===== src/rtl/edd_pkg.sv =====
package edd_pkg;

    // Frame geometry limits
    localparam int MAX_WIDTH  = 1024;
    localparam int MAX_HEIGHT = 4096;
    localparam int COL_BITS   = $clog2(MAX_WIDTH);
    localparam int ROW_BITS   = $clog2(MAX_HEIGHT);

    // Error arithmetic, signed; sums and stored errors in 1/16 units
    localparam int ERROR_BITS = 13;   // one stored below-error per channel
    localparam int QERR_BITS  = 9;    // quantization error v - out, -255..255
    localparam int SUM_BITS   = 15;   // pixel*16 + right carry + above error
    localparam int WORD_BITS  = 3 * ERROR_BITS;

    // Reciprocal multiplier: out = (level * mult) >> MULT_SHIFT
    localparam int MULT_BITS  = 24;
    localparam int MULT_SHIFT = 16;
    localparam int PROD_BITS  = 8 + MULT_BITS;

    // Configuration register indexes
    localparam logic [1:0] REG_IMAGE_WIDTH  = 2'd0;
    localparam logic [1:0] REG_IMAGE_HEIGHT = 2'd1;
    localparam logic [1:0] REG_LEVEL_BITS   = 2'd2;

    localparam int CFG_DATA_BITS = 13;

    // Control from the compute stage to the channel datapaths
    typedef struct packed {
        logic adv;       // compute stage hands its pixel on this cycle
        logic last_col;  // pixel is the last one of its row
        logic row_nz;    // pixel is not in row 0, so above error applies
    } edd_ctl_t;

    // ceil(255 * 2^16 / (2^n - 1)) for n = 1..8
    function automatic logic [MULT_BITS-1:0] lvl_mult(input logic [3:0] n);
        logic [MULT_BITS-1:0] m;
        begin
            case (n)
                4'd1:    m = 24'd16711680;
                4'd2:    m = 24'd5570560;
                4'd3:    m = 24'd2387383;
                4'd4:    m = 24'd1114112;
                4'd5:    m = 24'd539087;
                4'd6:    m = 24'd265265;
                4'd7:    m = 24'd131589;
                default: m = 24'd65536;
            endcase
            return m;
        end
    endfunction

endpackage


===== src/rtl/edd_channel.sv =====
// One color channel: sum, clamp, quantize, rescale and error spreading.
// Holds the right-neighbor carry and the two pending below errors.
module edd_channel
    import edd_pkg::*;
(
    input  logic                         aclk,
    input  logic                         aresetn,
    input  edd_ctl_t                     ctl,
    input  logic [7:0]                   pix,
    input  logic signed [ERROR_BITS-1:0] above,
    input  logic [MULT_BITS-1:0]         mult,
    input  logic [2:0]                   lvl_shift,
    output logic [7:0]                   out_val,
    output logic signed [ERROR_BITS-1:0] wr_prev,   // below-left column entry
    output logic signed [ERROR_BITS-1:0] wr_cur     // current column entry
);

    logic signed [QERR_BITS-1:0]  err_reg, err_next;
    logic signed [ERROR_BITS-1:0] part0_reg, part0_next;
    logic signed [QERR_BITS-1:0]  part1_reg, part1_next;

    logic signed [SUM_BITS-1:0]   err_ext;
    logic signed [SUM_BITS-1:0]   carry;
    logic signed [SUM_BITS-1:0]   above_ext;
    logic signed [SUM_BITS-1:0]   sum;
    logic [7:0]                   v;
    logic [7:0]                   level;
    logic [PROD_BITS-1:0]         prod;
    logic [7:0]                   outv;
    logic signed [QERR_BITS-1:0]  e;
    logic signed [ERROR_BITS-1:0] e_ext;
    logic signed [ERROR_BITS-1:0] p1_ext;

    // Incoming error: 7/16 from the left, stored error from above
    always_comb begin
        err_ext   = SUM_BITS'(err_reg);
        carry     = (err_ext <<< 3) - err_ext;
        above_ext = ctl.row_nz ? SUM_BITS'(above) : '0;
        sum       = $signed({{(SUM_BITS-12){1'b0}}, pix, 4'b0000}) + carry + above_ext;
    end

    // Clamp to 0..255
    always_comb begin
        if (sum[SUM_BITS-1]) begin
            v = 8'd0;
        end else if (|sum[SUM_BITS-2:12]) begin
            v = 8'd255;
        end else begin
            v = sum[11:4];
        end
    end

    // Quantize and rescale to 0..255 through a reciprocal multiply
    always_comb begin
        level = v >> lvl_shift;
        prod  = {{MULT_BITS{1'b0}}, level} * {8'b0, mult};
        outv  = prod[MULT_SHIFT+7:MULT_SHIFT];
        e     = $signed({1'b0, v}) - $signed({1'b0, outv});
    end

    // Below errors: 3/16 to the left column, 5/16 to this one
    always_comb begin
        e_ext   = ERROR_BITS'(e);
        p1_ext  = ERROR_BITS'(part1_reg);
        wr_prev = part0_reg + (e_ext <<< 1) + e_ext;
        wr_cur  = p1_ext + (e_ext <<< 2) + e_ext;
        out_val = outv;
    end

    // Carry state, cleared at the end of each row
    always_comb begin
        err_next   = err_reg;
        part0_next = part0_reg;
        part1_next = part1_reg;
        if (ctl.adv) begin
            if (ctl.last_col) begin
                err_next   = '0;
                part0_next = '0;
                part1_next = '0;
            end else begin
                err_next   = e;
                part0_next = wr_cur;
                part1_next = e;
            end
        end
    end

    always_ff @(posedge aclk) begin
        if (!aresetn) begin
            err_reg   <= '0;
            part0_reg <= '0;
            part1_reg <= '0;
        end else begin
            err_reg   <= err_next;
            part0_reg <= part0_next;
            part1_reg <= part1_next;
        end
    end

endmodule


===== config.mk =====
export PLATFORM = sky130hd
export DESIGN_NAME = edd_channel
export DESIGN_NICKNAME = d
export VERILOG_FILES = /design/src/rtl/edd_pkg.sv /design/src/rtl/edd_channel.sv
export SDC_FILE = /design/constraint.sdc
export NUM_CORES = 1
export LEC_CHECK = 0
export BUFFER_PORTS_ARGS = -buffer_cell sky130_fd_sc_hd__buf_2
export CAP_MARGIN = 30
export CORE_AREA = 2 2 129 131
export CTS_BUF_LIST = sky130_fd_sc_hd__clkbuf_4
export DETAILED_ROUTE_END_ITERATION = 10
export DIE_AREA = 0 0 131 133
export PLACE_DENSITY_LB_ADDON = 0.3
export SETUP_SLACK_MARGIN = 0.15
export SLEW_MARGIN = 20
export SYNTH_ARGS = -nofsm -noshare
export SYNTH_HDL_FRONTEND = slang
export SYNTH_SLANG_ARGS = --single-unit

===== constraint.sdc =====
create_clock -name aclk -period 22.2 [get_ports aclk]
set_input_delay 4.44 -clock aclk [delete_from_list [all_inputs] [get_ports aclk]]
set_output_delay 4.44 -clock aclk [all_outputs]
set_load 0.02 [all_outputs]

Word-level counts from Yosys, hierarchy flattened
Index checks and enable logic that the tools add are counted.
{"block": "word_totals", "ff_bits": 22, "input_bits": 53, "out_inout_bits": 34, "word_cells": 18}
{"block": "classes", "addsub": 8, "multipliers": 1, "shifts": 1, "mux": 5, "n_reduce_logical": 1}
{"cell": "multiplier 8 x 24 -> 24 bit", "count": 1}
{"cell": "two-way mux 8 bit", "count": 2}
{"cell": "adder 14 x 15 -> 15 bit", "count": 1}
{"cell": "two-way mux 15 bit", "count": 1}
{"cell": "adder 13 x 13 -> 14 bit", "count": 1}
{"cell": "adder 12 x 9 -> 13 bit", "count": 1}
{"cell": "adder 13 x 10 -> 13 bit", "count": 1}
{"cell": "adder 13 x 9 -> 13 bit", "count": 1}
{"cell": "two-way mux 13 bit", "count": 1}
{"cell": "subtractor 12 x 9 -> 13 bit", "count": 1}
{"cell": "adder 9 x 11 -> 12 bit", "count": 1}
{"cell": "two-way mux 9 bit", "count": 1}
{"cell": "subtractor 8 x 8 -> 9 bit", "count": 1}
{"cell": ">> shifter 8 x 3 -> 8 bit", "count": 1}
{"cell": "OR reduction 2 bit", "count": 1}

Longest topological paths before layout
{"block": "logic_depth", "ltp_word": 12, "mapped_depth": 56, "depth_no_buf": 52}

Least setup slack after synthesis
Ideal clock, no wire load.
{"block": "synth_timing", "kind": "input port to output port", "start": "input port pix[2]", "end": "output port wr_cur[12]", "arrival_time_ns": 15.322, "required_ns": 17.760, "path_slack_ns": 2.438, "stages": 46, "n_path_buf": 2, "cell_sequence": "fa_1 -> inv_1 -> fa_1 -> inv_1 -> ha_1 -> buf_2 -> a21o_1 -> a211o_1 -> nor4bb_1 -> a211o_1 -> mux4_2 -> a311oi_1 -> clkbuf_1 -> and2_1 -> fa_1 -> fa_1 -> fa_1 -> inv_1 -> (+10 left out) -> a31o_2 -> a211o_1 -> nand2_1 -> xor2_1 -> ha_1 -> a21o_1 -> a21o_1 -> a21oi_1 -> xor2_1 -> fa_1 -> inv_1 -> ha_1 -> a21oi_1 -> o21ai_0 -> a21oi_1 -> nor2b_1 -> o21a_1 -> xnor2_1"}
{"block": "synth_between", "elab_chain_len": 10}
{"item": "from (decl)", "line_no": "edd_channel.sv:9", "rtl": "input logic [7:0] pix,"}
{"item": "adder 13 x 13 -> 14 bit *", "line_no": "edd_channel.sv:39", "rtl": "sum = $signed({{(SUM_BITS-12){1'b0}}, pix, 4'b0000}) + carry + above_ext;"}
{"item": "adder 14 x 15 -> 15 bit *", "line_no": "edd_channel.sv:39"}
{"item": "OR reduction 2 bit", "line_no": "edd_channel.sv:46", "rtl": "end else if (|sum[SUM_BITS-2:12]) begin"}
{"item": "two-way mux 8 bit", "line_no": "edd_channel.sv:46"}
{"item": "two-way mux 8 bit *", "line_no": "edd_channel.sv:44", "rtl": "if (sum[SUM_BITS-1]) begin"}
{"item": ">> shifter 8 x 3 -> 8 bit", "line_no": "edd_channel.sv:55", "rtl": "level = v >> lvl_shift;"}
{"item": "multiplier 8 x 24 -> 24 bit", "line_no": "edd_channel.sv:56", "rtl": "prod = {{MULT_BITS{1'b0}}, level} * {8'b0, mult};"}
{"item": "subtractor 8 x 8 -> 9 bit *", "line_no": "edd_channel.sv:58", "rtl": "e = $signed({1'b0, v}) - $signed({1'b0, outv});"}
{"item": "adder 9 x 11 -> 12 bit", "line_no": "edd_channel.sv:66", "rtl": "wr_cur = p1_ext + (e_ext <<< 2) + e_ext;"}
{"item": "adder 12 x 9 -> 13 bit *", "line_no": "edd_channel.sv:66"}
{"item": "to (decl)", "line_no": "edd_channel.sv:15", "rtl": "output logic signed [ERROR_BITS-1:0] wr_cur"}
Every way passes the cells marked *; elsewhere a longest branch is shown, timed or not.

Final worst setup path
{"block": "layout_timing", "start": "input port pix[2]", "end": "output port wr_cur[11]"}
The elaborated chain is that of the path after synthesis.

==> out/summary.txt <==
top cells by area, synth -> fa_1 32%, ha_1 12%, and2_1 9.1%
per-cell routed wire length -> 15.55 um
Worst-Skew Late Latency -> 0.32 ns
Initial Utilization -> 53.75%
vias in the first global route -> 7144
final worst slack -> 0.9864 ns
simple-gate portion of the synthesized area -> 19.61%
Die Ht -> 133 um
Post-synth EDFFs -> 0
post-synthesis compound-gate area fraction -> 13.88%
first-pass GRT wire length -> 33790 um
max reg flops -> 13
die area -> 17420 um2
CP arrival -> 16.77 ns
status -> completed
clk root buf -> clkbuf_4
mapped cell area -> 8692 um2
Final Wtd Congestion -> 0.9037
top_reg_cell synth -> dfxtp_1
Hold Path Class -> reg2reg
core area -> 16170 um2
Hold Buf Count CTS -> 0
Final Hold Fails -> 0
routed wire length -> 20340 um
crit end category -> primary output
Crit Path Max Fanout -> 19
CP Class -> in2out
Post-route DRC -> 0
clock sink count -> 22
# diodes -> 0
most common cell after layout, fill and taps aside -> inv_1
Max Cap Viol -> 0
Post-DRT Antenna Nets -> 0
post-cts resize count -> 0
Post-Syn Nets -> 1305
dpl ws -> 1.238 ns
Worst-Margin Slew -> 0.9561 ns
commonest non-fill, non-tap cells in the layout -> 189 x inv_1, 141 x fa_1, 127 x and2_1, 86 x buf_2, 83 x ha_1
initial antenna violation count -> 0
first-pass iteration count of the detailed router -> 5
area leader, netlist -> fa_1
xor and xnor area share after synthesis -> 6.132%
RSZ-0062 raised after global routing -> no
Final HPWL DP -> 17070 um
post-synthesis sequential area ratio -> 5.067%
All-Layer GR Usage -> 23.96%
CTS tree -> built
post-synth cell types -> 67
FF+latch count, synth -> 22
slowest CP cell -> a211oi_2
total grt overflow -> 0
slew margin rel. -> 36.26%
final period utilization -> 95.56%
fill count -> 1484
largest family of logic cells by synthesized area -> adder cells
Pins Over Slew Limit -> 0
Num CTS Buffers -> 3
share of layout cells above drive strength 1 -> 10.66%
Bufs on Longest Clock Path -> 2
Final Skew -> 0.02251 ns
Non-Filler Instances -> 1308
Layout Nets -> 1366
Port-buffer cells -> 86
post-CTS setup buffer count -> 0
Iteration-0 DRC Markers -> 295
Max Freq -> 47.14 MHz
Area after DPL -> 9328 um2
Clock Pin Slew Worst Setup and Hold Paths -> 0.14 ns
htree depth -> 1
FFs w/ async S/R, synth -> 0%
Critical Path Max Stage Delay -> 0.78 ns
DR vias/cell -> 5.401
Critical Path RT -> 17.76 ns
total vias in the final route -> 7065
Tmin final -> 21.21 ns
Synth top area share -> 32.47%
Most Frequent Cell on Critical Path -> fa_1
count of warnings emitted by yosys -> 0
Setup TNS -> 0 ns
Worst Setup Start Kind -> input pin
Setup-failing EPs final -> 0
Final Cell Area -> 9380 um2
multiplexer area fraction after synthesis -> 0.9644%
Core Rows -> 47
post-synthesis adder-cell area fraction -> 44.42%
Post-Synthesis Cells -> 1028
largest net degree at the start of global routing -> 29
dpl cells -> 1304
average size of a mapped cell -> 8.455 um2
Area Overhead vs Synth -> 7.917%
IO Pins -> 87
chip width -> 131 um
## stage by stage
stage               hold WS (ns)  utilization (%)
detailed placement        0.5402            57.68
global route              0.5785            58.00
floorplan                 0.4917                -
CTS                       0.5611            58.00
finish                    0.5569            58.00
global placement          0.5401            57.61
## synth_stat cells, drive strengths merged, types with 18 or more instances
cell type / instances
a21oi: 47
xor2: 21
nand2: 77
and2: 127
nor2b: 18
nor2: 27
inv: 189
dfxtp: 22
fa: 141
xnor2: 32
clkbuf: 29
a21o: 29
o21ai: 30
ha: 83
## layer usage
metal  vias up  share of wire, %  GRT usage, %  wire [um]
met5         -                 0             0          0
met4         0               1.0         3.073        210
met3        19               3.7         1.254        752
met2       164                53         44.96      10780
met1      3478                42         30.95       8601
li1       3404                 -             -          -
## worst paths after layout
path	from	cells after the start	slack (ns)	endpoint
max	pix[2]	46	0.99	wr_cur[11]
min	part0_reg[2]	2	0.56	part0_reg[2]
max reg2reg	part1_reg[8]	46	9.26	part0_reg[11]
min reg2reg	part0_reg[2]	2	0.56	part0_reg[2]
## cell families (layout without fill, tap and decap cells)
family / Yosys count / count (layout)
AND/OR/NAND/NOR: 312 / 312
buffers and inverters: 227 / 287
adder cells (fa/ha/maj): 224 / 224
AO/OA/AOI/OAI: 180 / 180
XOR/XNOR: 56 / 56
flip-flops: 22 / 22
multiplexers: 7 / 7
## layout make-up
type	count	area (um2)	area share (%)
Clock inverter	1	30.03	0.3201
Multi-Input combinational cell	779	7412	79.02
Inverter	189	709.4	7.563
Clock buffer	3	22.52	0.2401
Sequential cell	22	440.4	4.695
Timing Repair Buffer	94	490.5	5.229
Tap cell	220	275.3	2.935
## critical path, delay by kind of cell
kind | cells | cell delay (ns)
AOI/OAI and AO/OA | 17 | 4.64
xor gates and xnor gates | 2 | 0.65
adders and majority gates | 11 | 4.87
buffers and inverters | 9 | 0.81
and+or+nand+nor | 7 | 1.32
Power is left out: the tool's default activity adds up to more than one toggle a clock period on the data nets, which glitch-free logic cannot reach.
